<file path="src/arpc_pkg.sv">
// ----------------------------------------------------------------------------
// arpc_pkg
// Shared types and constants of the affine ring pixel coverage block.
// ----------------------------------------------------------------------------
package arpc_pkg;

  localparam int COORD_BITS = 12;
  localparam int COEF_W     = 24;
  localparam int RAD_W      = 16;
  localparam int SETUP_W    = 9;
  localparam int THICK_W    = 8;
  localparam int FILL_BIT   = 8;
  localparam int FRAC_SHIFT = 12;

  localparam int CFG_IDX_W  = 3;
  localparam int CFG_DATA_W = COEF_W;

  localparam int PROD_W    = COEF_W + COORD_BITS;
  localparam int LX_W      = PROD_W + 2;
  localparam int DX_W      = LX_W - FRAC_SHIFT + 1;
  localparam int D2_W      = 2 * DX_W;
  localparam int RAD_EXT_W = RAD_W + 1;
  localparam int R2_W      = 2 * RAD_EXT_W;

  typedef enum logic [CFG_IDX_W-1:0] {
    REG_INV_XX     = 3'd0,
    REG_INV_XY     = 3'd1,
    REG_INV_TX     = 3'd2,
    REG_INV_YX     = 3'd3,
    REG_INV_YY     = 3'd4,
    REG_INV_TY     = 3'd5,
    REG_RADIUS     = 3'd6,
    REG_RING_SETUP = 3'd7
  } cfg_idx_e;

  localparam logic signed [COEF_W-1:0]  RST_INV_ONE  = 24'sd65536;
  localparam logic signed [COEF_W-1:0]  RST_INV_ZERO = 24'sd0;
  localparam logic signed [RAD_W-1:0]   RST_RADIUS   = 16'sd0;
  localparam logic [SETUP_W-1:0]        RST_SETUP    = 9'd1;

  typedef struct packed {
    logic signed [COEF_W-1:0]  inv_xx;
    logic signed [COEF_W-1:0]  inv_xy;
    logic signed [COEF_W-1:0]  inv_tx;
    logic signed [COEF_W-1:0]  inv_yx;
    logic signed [COEF_W-1:0]  inv_yy;
    logic signed [COEF_W-1:0]  inv_ty;
    logic signed [RAD_W-1:0]   circle_radius;
    logic [SETUP_W-1:0]        ring_setup;
  } cfg_t;

  typedef struct packed {
    logic signed [COORD_BITS-1:0] pixel_x;
    logic signed [COORD_BITS-1:0] pixel_y;
  } pix_in_t;

  typedef struct packed {
    logic signed [COORD_BITS-1:0] out_x;
    logic signed [COORD_BITS-1:0] out_y;
    logic                         covered;
  } pix_out_t;

  typedef struct packed {
    logic signed [COORD_BITS-1:0] x;
    logic signed [COORD_BITS-1:0] y;
    logic signed [DX_W-1:0]       dx;
    logic signed [DX_W-1:0]       dy;
    logic [R2_W-1:0]              ro2;
    logic [R2_W-1:0]              ri2;
    logic                         r_pos;
    logic                         ri_pos;
    logic                         filled;
  } dist_t;

endpackage

</file>
<file path="src/arpc_dist.sv">
// ----------------------------------------------------------------------------
// arpc_dist
// Stages 3-4: squared distance, ring compare, output register.
// ----------------------------------------------------------------------------
module arpc_dist (
  input  logic               clk_i,
  input  logic               rst_ni,
  input  logic               en_i,
  input  logic               valid_i,
  input  arpc_pkg::dist_t    dist_i,
  output logic               valid_o,
  output arpc_pkg::pix_out_t out_o
);
  import arpc_pkg::*;

  logic signed [D2_W-1:0]       sq_x_d, sq_y_d, sq_x_q, sq_y_q;
  logic signed [COORD_BITS-1:0] x_q, y_q;
  logic [R2_W-1:0]              ro2_q, ri2_q;
  logic                         r_pos_q, ri_pos_q, filled_q;
  logic                         s3_valid_q, out_valid_q;
  logic [D2_W-1:0]              d2;
  logic                         in_outer, in_inner;
  pix_out_t                     out_d, out_q;

  always_comb begin
    sq_x_d = dist_i.dx * dist_i.dx;
    sq_y_d = dist_i.dy * dist_i.dy;
  end

  always_ff @(posedge clk_i) begin
    if (en_i) begin
      sq_x_q   <= sq_x_d;
      sq_y_q   <= sq_y_d;
      x_q      <= dist_i.x;
      y_q      <= dist_i.y;
      ro2_q    <= dist_i.ro2;
      ri2_q    <= dist_i.ri2;
      r_pos_q  <= dist_i.r_pos;
      ri_pos_q <= dist_i.ri_pos;
      filled_q <= dist_i.filled;
      out_q    <= out_d;
    end
  end

  always_comb begin
    d2            = unsigned'(sq_x_q) + unsigned'(sq_y_q);
    in_outer      = d2 <= D2_W'(ro2_q);
    in_inner      = filled_q || !ri_pos_q || (d2 >= D2_W'(ri2_q));
    out_d.out_x   = x_q;
    out_d.out_y   = y_q;
    out_d.covered = r_pos_q && in_outer && in_inner;
  end

  always_ff @(posedge clk_i or negedge rst_ni) begin
    if (!rst_ni) begin
      s3_valid_q  <= 1'b0;
      out_valid_q <= 1'b0;
    end else if (en_i) begin
      s3_valid_q  <= valid_i;
      out_valid_q <= s3_valid_q;
    end
  end

  assign valid_o = out_valid_q;
  assign out_o   = out_q;

endmodule

</file>
<file path="config.mk">
export PLATFORM = sky130hd
export DESIGN_NAME = arpc_dist
export DESIGN_NICKNAME = d
export VERILOG_FILES = /design/src/arpc_pkg.sv /design/src/arpc_dist.sv
export SDC_FILE = /design/constraint.sdc
export NUM_CORES = 2
export LEC_CHECK = 0
export BUFFER_PORTS_ARGS = -buffer_cell sky130_fd_sc_hd__buf_2
export CAP_MARGIN = 20
export CORE_MARGIN = 2
export CORE_UTILIZATION = 40
export CTS_CLUSTER_SIZE = 16
export DETAILED_ROUTE_END_ITERATION = 7
export GPL_TIMING_DRIVEN = 0
export HOLD_SLACK_MARGIN = 0.06
export PLACE_DENSITY = 0.54
export SETUP_SLACK_MARGIN = 0.02
export SYNTH_ARGS = -nofsm -noshare
export SYNTH_HDL_FRONTEND = slang
export SYNTH_SLANG_ARGS = --single-unit
</file>
<file path="constraint.sdc">
create_clock -name clk_i -period 13.9 [get_ports clk_i]
set_clock_uncertainty 0.05 [all_clocks]
set_input_delay 1.39 -clock clk_i [delete_from_list [all_inputs] [get_ports clk_i]]
set_output_delay 1.39 -clock clk_i [all_outputs]
set_load 0.01 [all_outputs]
</file>
==> impl_metrics.py <==
metrics = {
    "critical_path": {
        "critPathMaxStageDelay_ns": 0.79,
        "reg2reg_depth": 19,
        "r2r_slack_ns": 6.84,
        "path_max_fanout": 11,
        "start_kind": "input pin",
        "arrival_ns": 10.61,
        "r2r_start": "sq_y_q[3]",
        "timing.rr.end": "out_o[0]",
        "crit_required_ns": 14.16,
        "cp_common_cell": "fa_1",
        "worst_path_max_delay_cell": "clkbuf_1",
        "path_class": "input pin to register",
        "cp-end-kind": "register",
    },
    "die": {
        "die_x_um": 387,
        "start_util_pct": 40.3,
        "die-area_um2": 150000,
        "die_y_um": 387,
        "rows": 140,
        "design.portCount": 179,
        "core-area_um2": 146000,
    },
    "sta": {
        "setup_viol": 0,
        "period_minus_slack_ns": 10.35,
        "slew_headroom_pct": 17.9,
        "max_freq_mhz": 96.6,
        "layout_setup_ws_ns": 3.55,
        "fin_hold_ws_ns": 0.369,
        "maxSlewViolCount": 0,
        "finalCritPeriodShare_pct": 74.5,
        "hold_viol_final": 0,
        "worst_slew_pin_slew_ns": 1.23,
        "rsz0062_at_grt": "false",
        "fin_setup_tns_ns": 0,
    },
    "outcome": {
        "outcome": "complete, no violations",
    },
    "clock_tree": {
        "clockBufferDepth": 3,
        "clk_latency_ns": 0.58,
        "postCtsHoldBufs": 0,
        "postCtsSetupBuffers": 0,
        "htreeDepth": 1,
        "cts_resized": 0,
        "numCtsBuffers": 25,
        "root_buffer": "clkbuf_16",
        "clkSinkCount": 228,
        "path_clk_slew_ns": 0.06,
        "cts_tree": "yes",
    },
    "grt": {
        "antenna_found_initial": 11,
        "overflow": 0,
        "grt_pass1_vias": 44300,
        "grt_pass1_wl_um": 261000,
        "grt_usage_pct": 23.1,
        "grt_start_max_net_pins": 124,
    },
    "synthesis": {
        "syn_nets": 7971,
        "synthFlopType": "edfxtp_1",
        "netlist.area_leader.share_pct": 47.7,
        "synthTopCellsByArea": "fa_1 48%, inv_1 12%, edfxtp_1 12%",
        "synth_top_area_cell": "fa_1",
        "synth_cells": 5947,
        "ys_ff_latch": 228,
        "synth_cell_types": 79,
        "synth_edf_count": 226,
        "synth_area_um2": 58700,
        "avgSynthCellArea_um2": 9.87,
        "synth_warnings": 0,
        "ys_async_sr_fraction_pct": 0.877,
        "ys_seq_area_share_pct": 11.6,
    },
    "min_path": {
        "holdPathStages": 0,
        "hp-class": "register to register",
        "worstHoldStart": "x_q[3]",
        "worstHoldEndpoint": "out_o[16]",
    },
    "finish": {
        "area_growth_pct": 7.12,
        "fillers": 14500,
        "stdcell_area_um2": 62900,
        "nNetsFinal": 8173,
        "final_common_cell": "inv_1",
        "final_cell_mix": "1818 x inv_1, 1400 x fa_1, 497 x nand2_1",
        "drive_gt1_share_pct": 4.15,
    },
    "drt": {
        "drt_first_pass_iters": 5,
        "vias_per_cell": 4.98,
        "drtIter0Drc": 2656,
        "routed-via-count": 40300,
        "wire_per_inst_um": 20.7,
        "routed_wl_um": 167000,
        "ant_nets": 0,
        "drc": 0,
    },
    "placement": {
        "port_buffers": 172,
        "dpl_worst_slack_ns": 3.06,
        "dp_hpwl_um": 141000,
        "placed_area_um2": 62000,
        "globalplace.congestion": 0.944,
    },
    "flow_run": {
        "drv_cap": 0,
    },
}
worst max-delay path by stage:
stage,startpoint,to,slack [ns],cells after the start
final,dist_i[76],sq_y_q[53],3.55,26
after global routing,dist_i[76],sq_y_q[53],3.09,26
after CTS,dist_i[75],sq_y_q[53],3.65,26
after detailed placement,dist_i[75],sq_y_q[53],3.06,26
after global placement,dist_i[75],sq_y_q[53],3.08,26
after floorplan,dist_i[76],sq_y_q[53],5.50,27
sequential cells by signal, summed over array words and instances, names as in the netlist:
register / count
filled_q: 1
ri_pos_q: 1
r_pos_q: 1
sq_x_q: 53
x_q: 12
y_q: 12
out_o: 25
valid_o: 1
s3_valid_q: 1
ri2_q: 34
ro2_q: 34
sq_y_q: 53
per-stage QoR:
| stage | utilization, % | cells |
|---|---|---|
| 3_3_place_gp | 42.5 | 8036 |
| 6_report | 43.2 | 8090 |
| 2_1_floorplan | - | 5947 |
| 3_5_place_dp | 42.6 | 8038 |
| 5_1_grt | 43.1 | 8086 |
| 4_1_cts | 43.1 | 8084 |
critical path, delay by kind of cell:
kind	cells	cell delay, ns
adders and majority gates	8	4.12
buffers and inverters	7	2.10
AOI/OAI and AO/OA	6	1.92
and+or+nand+nor	4	0.93
xor gates and xnor gates	1	0.14
area by class of cell:
type / count / area, µm² / share of cell area [%]
repair buffers: 175 / 911 / 1.45
inverters: 1823 / 6840 / 10.9
well taps: 1917 / 2400 / 3.81
multi-input cells: 3731 / 44400 / 70.6
flip-flops and latches: 228 / 6840 / 10.9
clock buffers: 25 / 626 / 0.995
clock inverters: 21 / 225 / 0.358
diodes: 5 / 12.5 / 0.0199
plain buffers: 165 / 636 / 1.01
synthesized netlist by cell type, types with 13 or more instances:
master and count:
o21a_1 16, o21bai_1 13, edfxtp_1 226, clkbuf_1 160, and3_1 17, a211oi_1 21
nand2_1 497, nor3_1 29, nand3_1 38, nand2b_1 34, o21ai_0 92, a21o_1 89
and2_1 252, fa_1 1400, a21oi_1 164, nand4_1 29, nor2b_1 33, a31oi_1 20
inv_1 1818, xor2_1 58, nor2_1 193, ha_1 471, xnor2_1 114
routing by layer:
layer | GRT usage, % | wire [µm]
met5 | 0 | 46
met4 | 6.08 | 5360
met3 | 2.67 | 10200
met2 | 39.1 | 81200
met1 | 31.4 | 70400
cell families after synthesis:
family                   share of synthesized area, %
AO/OA/AOI/OAI                                    5.68
buffers and inverters                            12.7
multiplexers                                    0.164
AND/OR/NAND/NOR                                  9.44
flip-flops                                       11.6
adder cells (fa/ha/maj)                          57.8
XOR/XNOR                                         2.57
Power is not shown: default switching activity piles up to over one toggle a cycle in this logic, so the estimate is an artifact.
