==> config.mk <==
export PLATFORM = sky130hd
export DESIGN_NAME = arpc_xform
export DESIGN_NICKNAME = d
export VERILOG_FILES = /design/src/arpc_pkg.sv /design/src/arpc_xform.sv
export SDC_FILE = /design/constraint.sdc
export NUM_CORES = 2
export LEC_CHECK = 0
export ABC_CLOCK_PERIOD_IN_PS = 11350
export BUFFER_PORTS_ARGS = -buffer_cell sky130_fd_sc_hd__buf_2
export CORE_UTILIZATION = 50
export CTS_CLUSTER_SIZE = 14
export DETAILED_ROUTE_END_ITERATION = 10
export GPL_TIMING_DRIVEN = 0
export PLACE_DENSITY = 0.67
export SYNTH_ARGS = -nofsm -noshare
export SYNTH_HDL_FRONTEND = slang
export SYNTH_SLANG_ARGS = --single-unit
==> constraint.sdc <==
create_clock -name clk_i -period 11.35 [get_ports clk_i]
set_clock_uncertainty 0.2 [all_clocks]
set_input_delay 2.27 -clock clk_i [delete_from_list [all_inputs] [get_ports clk_i]]
set_output_delay 2.27 -clock clk_i [all_outputs]
set_load 0.01 [all_outputs]
==> src/arpc_pkg.sv <==
// ----------------------------------------------------------------------------
// arpc_pkg
// Shared types and constants of the affine ring pixel coverage block.
// ----------------------------------------------------------------------------
package arpc_pkg;

  localparam int COORD_BITS = 12;
  localparam int COEF_W     = 24;
  localparam int RAD_W      = 16;
  localparam int SETUP_W    = 9;
  localparam int THICK_W    = 8;
  localparam int FILL_BIT   = 8;
  localparam int FRAC_SHIFT = 12;

  localparam int CFG_IDX_W  = 3;
  localparam int CFG_DATA_W = COEF_W;

  localparam int PROD_W    = COEF_W + COORD_BITS;
  localparam int LX_W      = PROD_W + 2;
  localparam int DX_W      = LX_W - FRAC_SHIFT + 1;
  localparam int D2_W      = 2 * DX_W;
  localparam int RAD_EXT_W = RAD_W + 1;
  localparam int R2_W      = 2 * RAD_EXT_W;

  typedef enum logic [CFG_IDX_W-1:0] {
    REG_INV_XX     = 3'd0,
    REG_INV_XY     = 3'd1,
    REG_INV_TX     = 3'd2,
    REG_INV_YX     = 3'd3,
    REG_INV_YY     = 3'd4,
    REG_INV_TY     = 3'd5,
    REG_RADIUS     = 3'd6,
    REG_RING_SETUP = 3'd7
  } cfg_idx_e;

  localparam logic signed [COEF_W-1:0]  RST_INV_ONE  = 24'sd65536;
  localparam logic signed [COEF_W-1:0]  RST_INV_ZERO = 24'sd0;
  localparam logic signed [RAD_W-1:0]   RST_RADIUS   = 16'sd0;
  localparam logic [SETUP_W-1:0]        RST_SETUP    = 9'd1;

  typedef struct packed {
    logic signed [COEF_W-1:0]  inv_xx;
    logic signed [COEF_W-1:0]  inv_xy;
    logic signed [COEF_W-1:0]  inv_tx;
    logic signed [COEF_W-1:0]  inv_yx;
    logic signed [COEF_W-1:0]  inv_yy;
    logic signed [COEF_W-1:0]  inv_ty;
    logic signed [RAD_W-1:0]   circle_radius;
    logic [SETUP_W-1:0]        ring_setup;
  } cfg_t;

  typedef struct packed {
    logic signed [COORD_BITS-1:0] pixel_x;
    logic signed [COORD_BITS-1:0] pixel_y;
  } pix_in_t;

  typedef struct packed {
    logic signed [COORD_BITS-1:0] out_x;
    logic signed [COORD_BITS-1:0] out_y;
    logic                         covered;
  } pix_out_t;

  typedef struct packed {
    logic signed [COORD_BITS-1:0] x;
    logic signed [COORD_BITS-1:0] y;
    logic signed [DX_W-1:0]       dx;
    logic signed [DX_W-1:0]       dy;
    logic [R2_W-1:0]              ro2;
    logic [R2_W-1:0]              ri2;
    logic                         r_pos;
    logic                         ri_pos;
    logic                         filled;
  } dist_t;

endpackage

==> src/arpc_xform.sv <==
// ----------------------------------------------------------------------------
// arpc_xform
// Stages 1-2: affine products, then sum, floor to 1/16 pixel, radius offset.
// ----------------------------------------------------------------------------
module arpc_xform (
  input  logic              clk_i,
  input  logic              rst_ni,
  input  logic              en_i,
  input  logic              valid_i,
  input  arpc_pkg::pix_in_t pix_i,
  input  arpc_pkg::cfg_t    cfg_i,
  output logic              valid_o,
  output arpc_pkg::dist_t   dist_o
);
  import arpc_pkg::*;

  logic signed [PROD_W-1:0]     p_xx_d, p_xy_d, p_yx_d, p_yy_d;
  logic signed [PROD_W-1:0]     p_xx_q, p_xy_q, p_yx_q, p_yy_q;
  logic signed [RAD_EXT_W-1:0]  ro, ri, half_t;
  logic signed [R2_W-1:0]       ro_w, ri_w, ro2_s, ri2_s;
  logic [R2_W-1:0]              ro2_q, ri2_q;
  logic                         r_pos_q, ri_pos_q, filled_q;
  logic signed [COORD_BITS-1:0] x_q, y_q;
  logic                         s1_valid_q, s2_valid_q;
  logic signed [LX_W-1:0]       lx, ly;
  dist_t                        dist_d, dist_q;

  always_comb begin
    p_xx_d = cfg_i.inv_xx * pix_i.pixel_x;
    p_xy_d = cfg_i.inv_xy * pix_i.pixel_y;
    p_yx_d = cfg_i.inv_yx * pix_i.pixel_x;
    p_yy_d = cfg_i.inv_yy * pix_i.pixel_y;
    half_t = $signed(RAD_EXT_W'({cfg_i.ring_setup[THICK_W-1:0], 3'b000}));
    ro     = RAD_EXT_W'(cfg_i.circle_radius) + half_t;
    ri     = RAD_EXT_W'(cfg_i.circle_radius) - half_t;
    ro_w   = R2_W'(ro);
    ri_w   = R2_W'(ri);
    ro2_s  = ro_w * ro_w;
    ri2_s  = ri_w * ri_w;
  end

  always_ff @(posedge clk_i) begin
    if (en_i) begin
      p_xx_q   <= p_xx_d;
      p_xy_q   <= p_xy_d;
      p_yx_q   <= p_yx_d;
      p_yy_q   <= p_yy_d;
      ro2_q    <= ro2_s;
      ri2_q    <= ri2_s;
      r_pos_q  <= cfg_i.circle_radius > 0;
      ri_pos_q <= ri > 0;
      filled_q <= cfg_i.ring_setup[FILL_BIT];
      x_q      <= pix_i.pixel_x;
      y_q      <= pix_i.pixel_y;
      dist_q   <= dist_d;
    end
  end

  // floor to 1/16 pixel is the arithmetic shift by FRAC_SHIFT
  always_comb begin
    lx            = p_xx_q + p_xy_q + cfg_i.inv_tx;
    ly            = p_yx_q + p_yy_q + cfg_i.inv_ty;
    dist_d.x      = x_q;
    dist_d.y      = y_q;
    dist_d.dx     = $signed(lx[LX_W-1:FRAC_SHIFT]) - cfg_i.circle_radius;
    dist_d.dy     = $signed(ly[LX_W-1:FRAC_SHIFT]) - cfg_i.circle_radius;
    dist_d.ro2    = ro2_q;
    dist_d.ri2    = ri2_q;
    dist_d.r_pos  = r_pos_q;
    dist_d.ri_pos = ri_pos_q;
    dist_d.filled = filled_q;
  end

  always_ff @(posedge clk_i or negedge rst_ni) begin
    if (!rst_ni) begin
      s1_valid_q <= 1'b0;
      s2_valid_q <= 1'b0;
    end else if (en_i) begin
      s1_valid_q <= valid_i;
      s2_valid_q <= s1_valid_q;
    end
  end

  assign valid_o = s2_valid_q;
  assign dist_o  = dist_q;

endmodule

==> results <==
- The run finished with clean final reports.
- The kind of critical path is in2reg.
- The number of buffers and inverters on the critical path is 7.
- Yosys printed 0 warnings.
- The top achievable clock speed is slightly above 90 MHz.
- Entering global routing, the biggest net connects between 100 and 150 pins.
- The slew of the pin with the lowest slew margin is about 1.3 ns.
- The first global-routing pass estimated roughly 330,000 um of wire.
- The reg-to-reg critical path startpoint is p_xx_q[6].
- After layout, the minimum clock period comes to ~11 ns.
- The synthesized area per cell is 9.87 sq um.
- The number of global-route vias before repair was slightly below 60,000.
- The headroom to the max-slew limit is 13.0%.
- The largest buffer count on any clock path is 3.
- After floorplanning, the core was divided into between 100 and 150 placement rows.
- The flop and latch count out of synthesis is ~380.
- The clock reaches the later pin of the worst-skew pair after between 0.6 and 0.7 ns.
- Wires add up to about 210,000 um.
- The final antenna-violating net count is 0.
- The synthesized design contains between 300 and 400 enable-type register cells.
- Counting the fill cells in the layout gives 13,900.
- The total cell area at the placement stage is between 0.08 and 0.09 sq mm.
- The net count of the finished layout is approximately 11,000.
- The I/O pin total is about 350.
- Among all flip-flop cells after synthesis, the most frequent one is sky130_fd_sc_hd__edfxtp_1.
- The synthesized area is 0.0770 sq mm.
- The share of layout cells above drive strength 1 is under 10%.
- For this design, the CTS-stage hold fixing added 0 buffers.
- The max-slew violation count is 0.
- The die outline width is 394 um.
- The class of the tightest hold or removal check is reg2reg.
- After synthesis, the largest area contributor takes up roughly 43% of total cell area.
- The type of element capturing the critical path is a flop.
- The top fanout value on the critical path is 10.
- Global routing consumed, over all layers together, between 20 and 30% of the routing resources.
- The arrival time at the worst endpoint is around 11 ns.
- The synthesized instance count is ~8,000.
- The clock root buffer is sky130_fd_sc_hd__clkbuf_16.
- Buffers inserted during clock tree synthesis total 49.
- The area added between synthesis and finish is 8.11%.
- After layout, the worst path uses 96.3% of the clock period.
- The first detailed-routing pass took 7 iterations.
- The total area inside the core boundary comes to between 0.15 and 0.2 sq mm.
- Sorting the synthesized cells by area gives the leading types as sky130_fd_sc_hd__fa_1 (43%), sky130_fd_sc_hd__edfxtp_1 (15%), sky130_fd_sc_hd__ha_1 (9.9%).
- The placer congestion estimate is just under 1.
- The first routing iteration left around 3,600 violations.
- Summing all non-filler instances in the final layout gives an area of 0.0832 sq mm.
- The total number of H-tree levels is 2.
- The largest individual stage delay along the critical path comes from the cell sky130_fd_sc_hd__fa_1.
- The detail-routed via count per cell is around 5.4.
- Setup repair after global routing could not meet its margin everywhere.
- Counting stages on the worst path, the most repeated cell is sky130_fd_sc_hd__fa_1.
- The setup violation total in the final timing report is 0.
- By count the netlist is led by sky130_fd_sc_hd__inv_1 (1,771), sky130_fd_sc_hd__fa_1 (1,640), sky130_fd_sc_hd__nand2_1 (951).
- By instance count, the leading cell after synthesis is sky130_fd_sc_hd__inv_1.
- The max-cap check violation count is 0.
- The cell family contributing the most delay on the critical path is adder cells.
- Measured along the y axis, the die boundary spans just under 400 um.
- The number of distinct library cells after synthesis is 85.
- The source of the critical timing path is cfg_i[2].
- The data required time at the worst endpoint is around 12 ns.
- The library cell occupying the most area in the post-synthesis netlist is sky130_fd_sc_hd__fa_1.
- The initial antenna violation count is 46.
- Dividing the detail-routed wire length by the instance count gives roughly 21 um.
- The worst setup path is launched from an input pin.
- The clock slew at the register clock pins of the worst setup and hold paths is about 0.06 ns.
- The die covers around 0.16 sq mm.
- Once the floorplan was initialized, standard cells occupied 50.5% of the core.
- The start point of the worst hold path is ri2_q[5].
- The number of hold violations in the final report is 0.
- The via count is ~55,000.
- Clock tree synthesis found a total of about 380 sinks.
- The final HPWL from detailed placement is roughly 180,000 um.
- Summed over all layers, the global routing overflow is 0.
- The sequential fraction of the synthesis area is 14.9%.
- The detailed-route DRC error count is 0.
- The CTS tree is done.
- The async set or reset register ratio after synthesis is less than 1%.
- The count of buffers from port buffering is 343.
- On the worst path, the slowest cell contributes a delay of approximately 0.56 ns.
==> cells by family (layout without fill, tap and decap cells) <==
family | count (synthesis) | after routing | share of synthesized area [%]
AO/OA/AOI/OAI | 729 | 729 | 6.25
XOR/XNOR | 315 | 315 | 3.59
adder cells (fa/ha/maj) | 2252 | 2252 | 52.6
buffers and inverters | 2056 | 2495 | 10.1
flip-flops | 382 | 382 | 14.9
multiplexers | 8 | 8 | 0.107
other | 1 | 21 | 0.00487
AND/OR/NAND/NOR | 2054 | 2054 | 12.5
==> through the flow <==
| step | setup slack [ns] | instances | utilization [%] | TNS [ns] | hold slack [ns] |
|---|---|---|---|---|---|
| global route | -0.0174 | 10300 | 54.6 | -0.0363 | 0.214 |
| global placement | -0.687 | 10200 | 53.3 | -3.85 | 0.200 |
| detailed placement | -0.798 | 10200 | 53.3 | -5.75 | 0.205 |
| CTS | 0.0750 | 10300 | 54.5 | 0 | 0.212 |
| floorplan | 1.04 | 7798 | - | 0 | 0.200 |
| finish | 0.419 | 10300 | 54.6 | 0 | 0.210 |
==> registers in the layout (all words and copies together) (netlist names) <==
name,count
dist_o,145
p_xx_q,36
p_xy_q,36
p_yx_q,36
p_yy_q,36
ro2_q,33
ri2_q,31
x_q,12
y_q,12
filled_q,1
r_pos_q,1
ri_pos_q,1
s1_valid_q,1
valid_o,1
==> final timing paths <==
kind / to / slack [ns] / depth (start not counted)
worst min-delay path: dist_o[8] / 0.21 / 0
worst max register to register: dist_o[121] / 3.81 / 22
min in group asynchronous: s1_valid_q / 1.19 / 1
worst max-delay path: ro2_q[33] / 0.42 / 33
worst min register to register: dist_o[8] / 0.21 / 0
max in group asynchronous: valid_o / 9.66 / 1
==> cell usage in the layout (no fill, tap or decap), drive strengths merged, types with 19 or more instances in the layout <==
master,netlist,routed
nand2b,147,147
edfxtp,380,380
o21a,58,58
o21bai,34,34
ha,612,612
nor2b,40,40
and2,405,405
nand2,951,951
clkbuf,268,324
nand3,54,54
and3,23,23
fa,1640,1640
a21oi,208,208
a31oi,22,22
a21o,112,112
o21ai,128,128
buf,9,361
diode,0,19
nor2,311,311
inv,1775,1782
a211oi,24,24
xor2,81,81
nor3,58,58
xnor2,234,234
==> area by class of cell <==
class	instances	area, sq um	area share (%)
Clock buffer	60	1330	1.60
Multi-Input combinational cell	5360	57800	69.5
Tap cell	2030	2540	3.05
Buffer	273	1050	1.26
Sequential cell	382	11500	13.8
Clock inverter	31	389	0.468
Inverter	1779	6680	8.03
Antenna cell	19	47.5	0.0571
Timing Repair Buffer	352	1850	2.23
==> repair_timing <==
| action | in CTS | in global routing |
|---|---|---|
| gates resized for setup | 1 | 25 |
| setup buffers | 0 | 6 |
| setup endpoints to repair | 1 | 11 |
| pin swaps | 0 | 1 |
==> per-layer routing <==
metal  vias up  share of wire (%)  global-route usage [%]
met1     28200                 40                    36.5
met3       410                8.0                    5.65
met2      1880                 48                    46.9
li1      24500                  -                       -
met4        28                3.8                    9.30
met5         -              0.097                       0
Power is not shown: default switching activity piles up to over one toggle a cycle in this logic, so the estimate is an artifact.
