**config.mk**
```make
export PLATFORM = sky130hd
export DESIGN_NAME = arpc_cfg
export DESIGN_NICKNAME = d
export VERILOG_FILES = /design/src/arpc_pkg.sv /design/src/arpc_cfg.sv
export SDC_FILE = /design/constraint.sdc
export NUM_CORES = 1
export LEC_CHECK = 0
export ABC_AREA = 1
export ABC_CLOCK_PERIOD_IN_PS = 900
export BUFFER_PORTS_ARGS = -buffer_cell sky130_fd_sc_hd__buf_2
export CORE_UTILIZATION = 35
export DETAILED_ROUTE_END_ITERATION = 8
export GPL_TIMING_DRIVEN = 0
export SKIP_LAST_GASP = 1
export SYNTH_ARGS = -nofsm -noshare
export SYNTH_HDL_FRONTEND = slang
export SYNTH_SLANG_ARGS = --single-unit
export TNS_END_PERCENT = 20
```
**constraint.sdc**
```tcl
create_clock -name clk_i -period 0.9 [get_ports clk_i]
set_clock_uncertainty 0.2 [all_clocks]
set_input_delay 0.045 -clock clk_i [delete_from_list [all_inputs] [get_ports clk_i]]
set_output_delay 0.045 -clock clk_i [all_outputs]
set_load 0.01 [all_outputs]
```
**src/arpc_pkg.sv**
```systemverilog
// ----------------------------------------------------------------------------
// arpc_pkg
// Shared types and constants of the affine ring pixel coverage block.
// ----------------------------------------------------------------------------
package arpc_pkg;

  localparam int COORD_BITS = 12;
  localparam int COEF_W     = 24;
  localparam int RAD_W      = 16;
  localparam int SETUP_W    = 9;
  localparam int THICK_W    = 8;
  localparam int FILL_BIT   = 8;
  localparam int FRAC_SHIFT = 12;

  localparam int CFG_IDX_W  = 3;
  localparam int CFG_DATA_W = COEF_W;

  localparam int PROD_W    = COEF_W + COORD_BITS;
  localparam int LX_W      = PROD_W + 2;
  localparam int DX_W      = LX_W - FRAC_SHIFT + 1;
  localparam int D2_W      = 2 * DX_W;
  localparam int RAD_EXT_W = RAD_W + 1;
  localparam int R2_W      = 2 * RAD_EXT_W;

  typedef enum logic [CFG_IDX_W-1:0] {
    REG_INV_XX     = 3'd0,
    REG_INV_XY     = 3'd1,
    REG_INV_TX     = 3'd2,
    REG_INV_YX     = 3'd3,
    REG_INV_YY     = 3'd4,
    REG_INV_TY     = 3'd5,
    REG_RADIUS     = 3'd6,
    REG_RING_SETUP = 3'd7
  } cfg_idx_e;

  localparam logic signed [COEF_W-1:0]  RST_INV_ONE  = 24'sd65536;
  localparam logic signed [COEF_W-1:0]  RST_INV_ZERO = 24'sd0;
  localparam logic signed [RAD_W-1:0]   RST_RADIUS   = 16'sd0;
  localparam logic [SETUP_W-1:0]        RST_SETUP    = 9'd1;

  typedef struct packed {
    logic signed [COEF_W-1:0]  inv_xx;
    logic signed [COEF_W-1:0]  inv_xy;
    logic signed [COEF_W-1:0]  inv_tx;
    logic signed [COEF_W-1:0]  inv_yx;
    logic signed [COEF_W-1:0]  inv_yy;
    logic signed [COEF_W-1:0]  inv_ty;
    logic signed [RAD_W-1:0]   circle_radius;
    logic [SETUP_W-1:0]        ring_setup;
  } cfg_t;

  typedef struct packed {
    logic signed [COORD_BITS-1:0] pixel_x;
    logic signed [COORD_BITS-1:0] pixel_y;
  } pix_in_t;

  typedef struct packed {
    logic signed [COORD_BITS-1:0] out_x;
    logic signed [COORD_BITS-1:0] out_y;
    logic                         covered;
  } pix_out_t;

  typedef struct packed {
    logic signed [COORD_BITS-1:0] x;
    logic signed [COORD_BITS-1:0] y;
    logic signed [DX_W-1:0]       dx;
    logic signed [DX_W-1:0]       dy;
    logic [R2_W-1:0]              ro2;
    logic [R2_W-1:0]              ri2;
    logic                         r_pos;
    logic                         ri_pos;
    logic                         filled;
  } dist_t;

endpackage

```
**src/arpc_cfg.sv**
```systemverilog
// ----------------------------------------------------------------------------
// arpc_cfg
// Configuration register file: transform, radius and ring setup.
// ----------------------------------------------------------------------------
module arpc_cfg (
  input  logic                                clk_i,
  input  logic                                rst_ni,
  input  logic                                cfg_valid_i,
  output logic                                cfg_ready_o,
  input  logic [arpc_pkg::CFG_IDX_W-1:0]      cfg_idx_i,
  input  logic [arpc_pkg::CFG_DATA_W-1:0]     cfg_data_i,
  output arpc_pkg::cfg_t                      cfg_o
);
  import arpc_pkg::*;

  cfg_t cfg_q, cfg_d;

  assign cfg_ready_o = 1'b1;
  assign cfg_o       = cfg_q;

  always_comb begin
    cfg_d = cfg_q;
    if (cfg_valid_i) begin
      case (cfg_idx_e'(cfg_idx_i))
        REG_INV_XX:     cfg_d.inv_xx        = cfg_data_i[COEF_W-1:0];
        REG_INV_XY:     cfg_d.inv_xy        = cfg_data_i[COEF_W-1:0];
        REG_INV_TX:     cfg_d.inv_tx        = cfg_data_i[COEF_W-1:0];
        REG_INV_YX:     cfg_d.inv_yx        = cfg_data_i[COEF_W-1:0];
        REG_INV_YY:     cfg_d.inv_yy        = cfg_data_i[COEF_W-1:0];
        REG_INV_TY:     cfg_d.inv_ty        = cfg_data_i[COEF_W-1:0];
        REG_RADIUS:     cfg_d.circle_radius = cfg_data_i[RAD_W-1:0];
        REG_RING_SETUP: cfg_d.ring_setup    = cfg_data_i[SETUP_W-1:0];
        default:        cfg_d = cfg_q;
      endcase
    end
  end

  always_ff @(posedge clk_i or negedge rst_ni) begin
    if (!rst_ni) begin
      cfg_q.inv_xx        <= RST_INV_ONE;
      cfg_q.inv_xy        <= RST_INV_ZERO;
      cfg_q.inv_tx        <= RST_INV_ZERO;
      cfg_q.inv_yx        <= RST_INV_ZERO;
      cfg_q.inv_yy        <= RST_INV_ONE;
      cfg_q.inv_ty        <= RST_INV_ZERO;
      cfg_q.circle_radius <= RST_RADIUS;
      cfg_q.ring_setup    <= RST_SETUP;
    end else begin
      cfg_q <= cfg_d;
    end
  end

endmodule

```
==> impl_metrics.tcl, run 1 <==
set metrics [dict create \
    core_region_area_mm2 0.0188 \
    final_hold_viol_count 220 \
    cts_made_buffers 17 \
    crit_family "flip-flops" \
    ios 200 \
    grt-ovfl-total 0 \
    cts_hold_buf 21 \
    cts_buffer_depth 2 \
    peakVddDrop_v 0.00130 \
    via_per_inst 4.58 \
    cp_num_buf_inv 1 \
    first_pass_iters 5 \
    clock_latency_ps 430 \
    avgSynthCellArea_um2 8.99 \
    p_sw_share_pct 28.8 \
    routed.top_layer "met4" \
    failed_checks "hold timing, setup timing" \
    ys_warn_count 0 \
    synth_cell_type_count 16 \
    rows 50 \
    grt_pass1_vias 5703 \
    die_area_mm2 0.0199 \
    fin_ws_ps -422 \
    met2WireLength_um 10200 \
    io_buffers 189 \
    cts_tree "done" \
    htreeDepth 4 \
    ys_ff_latch 169 \
    start_util_pct 35.9 \
    wl_um 21200 \
    combPwrFrac_pct 23.0 \
    startpoint_type "flop" \
    power_leakage_nw 5.40 \
    clk_pin_slew_worst_paths_ps 70 \
    area_delta_synth_final_pct 40.7 \
    met3_length_um 1230 \
    final_common_cell "nand2_1" \
    fmax_ghz 0.756 \
    critPathMaxStageDelay_ps 550 \
    cellPowerDensity_mw_per_mm2 2460 \
    worstReg2RegStart "cfg_o[167]" \
    grt_use_total_pct 22.0 \
    grt_max_degree 105 \
    worst_pin_slew_ps 544 \
    finalSetupTns_ps -53820 \
    nNetsFinal 1050 \
    place_area_mm2 0.00811 \
    rsz0062_at_grt "yes" \
    syn_area_mm2 0.00675 \
    report.final.slew_viol_count 0 \
    crit_fanout 2 \
    reg2reg_to "cfg_o[167]" \
    max_cap_viol_count 0 \
    fin_util_pct 50.5 \
    period_share_pct 147 \
    status "finished with violations" \
    ff2ff_path_depth 3 \
    ff2ff_setup_slack_ps -50 \
    drive_gt1_share_pct 31.8 \
    grt_pass1_wl_um 32800 \
    pwr-share-seq_pct 42.2 \
    ant_nets 0 \
    met1_length_um 9380 \
    arrival_ps 1080 \
    design_area_mm2 0.00950 \
    endpoint_kind "primary output" \
    clock_power_share_pct 34.8 \
    hold_class "input port to asynchronous set/reset pin" \
    post_drt_wl_per_cell_um 16.4 \
    fp.dieH_um 141 \
    cts_root_buffer "clkbuf_16" \
    largest_register_ffs 169 \
    slowest_stage "dfstp_2" \
    layout_common_cells "nand2_1 (415), buf_2 (172), dfrtp_1 (166), nand3_1 (96), buf_6 (52)" \
    drc 0 \
    setup_violations 280 \
    p_int_mw 16.6 \
    relSlewSlack_pct 63.7 \
    dp.final_hpwl_um 14200 \
    crit_type "flop to primary output" \
    post-route-min-period_ps 1320 \
    drtIter0Drc 399 \
    required_ps 650 \
    gp_congestion 0.789 \
    syn-num-nets 781 \
    synth_cells 751 \
    die_x_um 141 \
    vias 5928 \
    cts.sinks 169 \
    antenna_found_initial 0 \
    diodes 0 \
    holdWs_ps -654 \
    crit_chain "buf_6" \
    power_switching_mw 6.71 \
    synth.yosys.seq_area_share_pct 62.7 \
]
[cell families (layout without fill, tap and decap cells)]
family	after synthesis	after routing	synth area share [%]
simple gates	528	528	32.4
flops	169	169	62.7
buf+inv	53	335	4.89
other cells	1	1	0.0555
[power groups by stage]
| stage | clock network [mW] | registers [mW] | logic [mW] |
|---|---|---|---|
| after floorplan | 0 | 10.6 | 1.43 |
| after global placement | 0 | 9.87 | 4.42 |
| after detailed placement | 0 | 9.88 | 4.52 |
| after CTS | 8.27 | 9.80 | 5.03 |
| after global routing | 8.56 | 10.0 | 5.90 |
| final | 8.12 | 9.84 | 5.37 |
[worst register-to-register path, delay by kind of cell, from the launching register on]
kind | cells | cell delay, ps
simple gates | 2 | 110
buf+inv | 1 | 140
flops | 1 | 390
[stage by stage]
stage,setup slack [ps],power [mW],std cells
6_report,-422,23.3,1293
5_1_grt,-453,24.5,1293
4_1_cts,-445,23.1,1272
3_5_place_dp,-556,14.4,1201
3_3_place_gp,-3220,14.3,1200
2_1_floorplan,-90.6,12.0,751
[cell type report]
class	instances	area [µm²]
plain buffers	47	334
clock buffers	21	460
clock inverters	11	194
fillers	1829	9330
inverters	6	32.5
multi-input cells	529	2200
flip-flops and latches	169	4230
well taps	260	325
repair buffers	250	1720
[cells in the mapped netlist]
cell	instances	share of area, %
dfstp_2	3	1.2
buf_6	11	1.8
dfrtp_1	166	62
clkbuf_1	1	0.056
nand3_1	96	7.1
inv_1	3	0.17
nor2_4	5	0.83
nand2_2	4	0.37
nand2_4	4	0.67
conb_1	1	0.056
nand2_1	416	23
buf_2	28	2.1
buf_4	2	0.22
clkbuf_2	5	0.37
nor2_2	3	0.28
inv_2	3	0.17
[worst max-delay path by stage]
stage	startpoint	end	cells past startpoint
2_1_floorplan	cfg_valid_i	cfg_o[145]	7
3_3_place_gp	rst_ni	cfg_o[111]	1
3_5_place_dp	cfg_idx_i[1]	cfg_o[100]	7
4_1_cts	cfg_o[0]	cfg_o[0]	1
5_1_grt	cfg_o[0]	cfg_o[0]	1
6_report	cfg_o[0]	cfg_o[0]	1
[routing by layer]
| layer | track usage [%] | vias up |
|---|---|---|
| met5 | 0 | - |
| li1 | - | 2882 |
| met4 | 8.07 | 0 |
| met1 | 29.5 | 2850 |
| met2 | 34.9 | 170 |
| met3 | 5.03 | 26 |
[timing repair]
item                       CTS  global route
hold endpoints to repair   337           177
gates cloned                 0             0
setup endpoints to repair  256           315
resized for setup           26            20
setup buffers               18            21
Power figures use the tool's default switching activity.
==> inputs of run 2 (changes only) <==
- SKIP_CTS_REPAIR_TIMING: default -> 1
==> run 2 against run 1 <==
Effect of this change:
- the flow still finishes with violations (hold timing, setup timing)
- sequential power about the same
- first-iteration DRC count decreased by 0.25%
- count of clock-buffer cells in the layout unchanged
- power decreased by 1.0%
- clock power about the same
- final cell count decreased by 0.62%
- combinational power decreased by 3.9%
- via count decreased by 0.98%
- non-clock buffer count decreased by 8
==> impl_metrics.tcl, run 2 (same netlist as run 1, synthesis figures left out) <==
set metrics [dict create \
    startpoint_type "flop" \
    rsz0062_at_grt "yes" \
    cp_num_buf_inv 1 \
    failed_checks "hold timing, setup timing" \
    fin_cells 1285 \
    startpoint "cfg_o[0]" \
    nNetsFinal 1042 \
    area_delta_synth_final_pct 38.6 \
    holdWs_ps -653 \
    largest_register_ffs 169 \
    cellPowerDensity_mw_per_mm2 2470 \
    worst_pin_slew_ps 547 \
    n_fill_cell 1849 \
    ant_nets 0 \
    relSlewSlack_pct 63.5 \
    dpl.cell_count 1201 \
    peakVddDrop_v 0.00129 \
    crit_fanout 2 \
    die_area_mm2 0.0199 \
    cts_buffer_depth 2 \
    fin_ws_ps -420 \
    grt_util_met3_pct 4.99 \
    period_share_pct 147 \
    post-route-min-period_ps 1320 \
    slowest_stage "dfstp_2" \
    grt_use_total_pct 21.6 \
    critPathMaxStageDelay_ps 550 \
    layout_common_cells "nand2_1 (415), buf_2 (185), dfrtp_1 (166), nand3_1 (96), buf_6 (39)" \
    wl_um 21100 \
    start_util_pct 35.9 \
    clk_pin_slew_worst_paths_ps 70 \
    fp.dieH_um 141 \
    fin_util_pct 49.7 \
    via_per_inst 4.57 \
    worstReg2RegStart "cfg_o[14]" \
    post_drt_wl_per_cell_um 16.4 \
    required_ps 650 \
    power_leakage_nw 5.34 \
    max_cap_viol_count 0 \
    cts_tree "done" \
    grt_max_degree 105 \
    core_region_area_mm2 0.0188 \
    crit_family "flip-flops" \
    diodes 0 \
    crit_chain "buf_6" \
    fmax_ghz 0.757 \
    status "finished with violations" \
    dp.final_hpwl_um 14200 \
    vias 5870 \
    cts.sinks 169 \
    grt-ovfl-total 0 \
    cts_made_buffers 17 \
    use_met1_pct 29.1 \
    antenna_found_initial 0 \
    drtIter0Drc 398 \
    cts_root_buffer "clkbuf_16" \
    htreeDepth 4 \
    die_x_um 141 \
    crit_type "flop to primary output" \
    first_pass_iters 5 \
    arrival_ps 1080 \
    grt_pass1_wl_um 32100 \
    endpoint_kind "primary output" \
    rows 50 \
    hold_class "input port to asynchronous set/reset pin" \
    drc 0 \
    gp_congestion 0.789 \
    drive_gt1_share_pct 31.4 \
    ios 200 \
    report.final.slew_viol_count 0 \
    grt_use_met2_pct 34.7 \
    final_hold_viol_count 221 \
    final_common_cell "nand2_1" \
    grt-busiest-layer "met2" \
    io_buffers 189 \
    clock_latency_ps 420 \
    grt_pass1_vias 5483 \
    setup_violations 273 \
    finalPower_mw 23.1 \
]
[run 2: changes by cell type in the layout (fill, tap and decap cells not counted), sizes merged]
cell	delta
buf	-7
dlygate4sd3	-1
[run 2: stage by stage]
step                      area, µm²  setup slack [ps]  setup TNS (ps)
after floorplan                6800             -90.6           -7360
final                          9360              -420          -53020
after CTS                      8760              -458          -55710
after global routing           9360              -453          -67290
after detailed placement       8110              -556          -98640
after global placement         8070             -3220         -608410
[run 2: where the power goes]
| group | internal (mW) | switching (mW) | total, mW |
|---|---|---|---|
| Sequential | 9.04 | 0.781 | 9.82 |
| Combinational | 2.31 | 2.85 | 5.16 |
| Clock | 5.08 | 3.03 | 8.11 |
| Total | 16.4 | 6.66 | 23.1 |
[run 2: per-layer routing]
layer / share of wire (%) / up-vias
li1: - / 2856
met1: 45 / 2820
met2: 48 / 172
met3: 5.2 / 22
met4: 1.3 / 0
met5: 0 / -
[run 2: worst paths after layout]
path | to | slack [ps] | cells past startpoint
max | cfg_o[0] | -420 | 1
min | cfg_o[80] | -650 | 1
max reg2reg | cfg_o[14] | -50 | 3
min reg2reg | cfg_o[159] | 260 | 2
max in group asynchronous | cfg_o[161] | 240 | 2
min in group clk_i | cfg_o[74] | -210 | 3
[run 2: layout make-up]
type	instances	area (µm²)	area share, %
clock buffer	21	460	4.92
timing repair buffer	242	1580	16.9
buffer	47	334	3.57
inverter	6	32.5	0.348
sequential	169	4230	45.2
clock inverter	11	194	2.07
multi-input combinational	529	2200	23.5
tap	260	325	3.48
==> inputs of run 3 (changes only) <==
- CAP_MARGIN: default -> 30
- RECOVER_POWER: default -> 100
==> run 3 against run 2 <==
Effect of this change:
- the flow still finishes with violations (hold timing, setup timing)
- maximum frequency about the same
- design area about the same
- non-clock buffer count unchanged
- first-iteration DRC count unchanged
- final cell count unchanged
- utilization about the same
- critical path depth unchanged
- via count decreased by 0.70%
- power about the same
- flip-flop and latch count unchanged
- sequential share of layout area about the same
- global-route usage unchanged
- highest routed layer unchanged
==> impl_metrics.tcl, run 3 (same netlist as run 1, synthesis figures left out) <==
set metrics [dict create \
    core_region_area_mm2 0.0188 \
    place_area_mm2 0.00811 \
    relSlewSlack_pct 37.3 \
    grt_use_total_pct 21.6 \
    clock_latency_ps 420 \
    reg2reg_to "cfg_o[14]" \
    post-route-min-period_ps 1320 \
    drtIter0Drc 398 \
    post_drt_wl_per_cell_um 16.4 \
    rsz0062_at_grt "yes" \
    dp.final_hpwl_um 14200 \
    ios 200 \
    fin_ws_ps -421 \
    cts.sinks 169 \
    holdWs_ps -433 \
    ff2ff_path_depth 3 \
    wl_um 21100 \
    rows 50 \
    startpoint "cfg_o[0]" \
    finalSetupTns_ps -60760 \
    start_util_pct 35.9 \
    cp_num_buf_inv 1 \
    htreeDepth 4 \
    final_common_cell "nand2_1" \
    first_pass_iters 5 \
    grt-ovfl-total 0 \
    fp.dieH_um 141 \
    critPathMaxStageDelay_ps 550 \
    final_hold_viol_count 116 \
    via_per_inst 4.54 \
    startpoint_type "flop" \
    drc 0 \
    power_leakage_nw 5.34 \
    slowest_stage "dfstp_2" \
    drive_gt1_share_pct 31.4 \
    cts_made_buffers 17 \
    setup_violations 385 \
    gp_congestion 0.789 \
    arrival_ps 1080 \
    worst_pin_slew_ps 940 \
    crit_family "flip-flops" \
    endpoint_kind "primary output" \
    diodes 0 \
    die_area_mm2 0.0199 \
    crit_type "flop to primary output" \
    largest_register_ffs 169 \
    design_area_mm2 0.00935 \
    nNetsFinal 1042 \
    ff2ff_setup_slack_ps -50 \
    grt_pass1_wl_um 32100 \
    clk_pin_slew_worst_paths_ps 70 \
    grt_pass1_vias 5483 \
    grt_max_degree 105 \
    cts_tree "done" \
    crit_chain "buf_6" \
    antenna_found_initial 0 \
    required_ps 650 \
    worstReg2RegStart "cfg_o[14]" \
    ant_nets 0 \
    report.final.slew_viol_count 0 \
    hold_class "input port to asynchronous set/reset pin" \
    max_cap_viol_count 0 \
    fmax_ghz 0.757 \
    peakVddDrop_v 0.00129 \
    worstSetupPathDepth 1 \
    layout_common_cells "nand2_1 (415), buf_2 (183), dfrtp_1 (166), nand3_1 (96), buf_6 (39)" \
    crit_fanout 2 \
    status "finished with violations" \
    cts_root_buffer "clkbuf_16" \
    area_delta_synth_final_pct 38.4 \
    io_buffers 189 \
    failed_checks "hold timing, setup timing" \
    die_x_um 141 \
    period_share_pct 147 \
    cts_buffer_depth 2 \
    worstSetupEndpoint "cfg_o[0]" \
    cellPowerDensity_mw_per_mm2 2470 \
    vias 5829 \
    n_fill_cell 1849 \
]
==> run 3: through the flow <==
stage | std cells | power, mW | utilization, % | setup slack [ps]
final | 1285 | 23.1 | 49.7 | -421
after CTS | 1233 | 22.6 | 46.5 | -458
after global placement | 1200 | 14.3 | 42.9 | -3220
after floorplan | 751 | 12.0 | - | -90.6
after global routing | 1285 | 24.2 | 49.7 | -453
after detailed placement | 1201 | 14.4 | 43.0 | -556
==> run 3: layout make-up <==
| type | instances | area (µm²) | share of cell area [%] |
|---|---|---|---|
| buffer | 47 | 334 | 3.57 |
| clock buffer | 21 | 460 | 4.92 |
| clock inverter | 11 | 194 | 2.07 |
| inverter | 6 | 32.5 | 0.348 |
| multi-input combinational | 529 | 2200 | 23.5 |
| sequential | 169 | 4230 | 45.3 |
| tap | 260 | 325 | 3.48 |
| timing repair buffer | 242 | 1570 | 16.8 |
==> run 3: where the power goes <==
part | total, mW | leakage, nW | internal, mW | switching [mW]
clock | 8.11 | 0.317 | 5.08 | 3.03
sequential | 9.82 | 2.12 | 9.04 | 0.781
combinational | 5.15 | 2.90 | 2.30 | 2.85
total | 23.1 | 5.34 | 16.4 | 6.66
==> run 3: routing by layer <==
metal,part of all wire [%],track usage (%)
met1,45,29.1
met4,1.2,6.69
met2,48,34.7
met3,5.3,4.99
met5,0,0
==> run 3: worst min path at each step <==
stage | startpoint | end | slack (ps) | cells past startpoint
after global routing | rst_ni | cfg_o[32] | -350 | 1
final | rst_ni | cfg_o[80] | -430 | 1
after CTS | rst_ni | cfg_o[32] | -640 | 1
after detailed placement | rst_ni | cfg_o[32] | -170 | 1
after global placement | cfg_data_i[16] | cfg_o[161] | 160 | 3
after floorplan | rst_ni | cfg_o[100] | -450 | 0
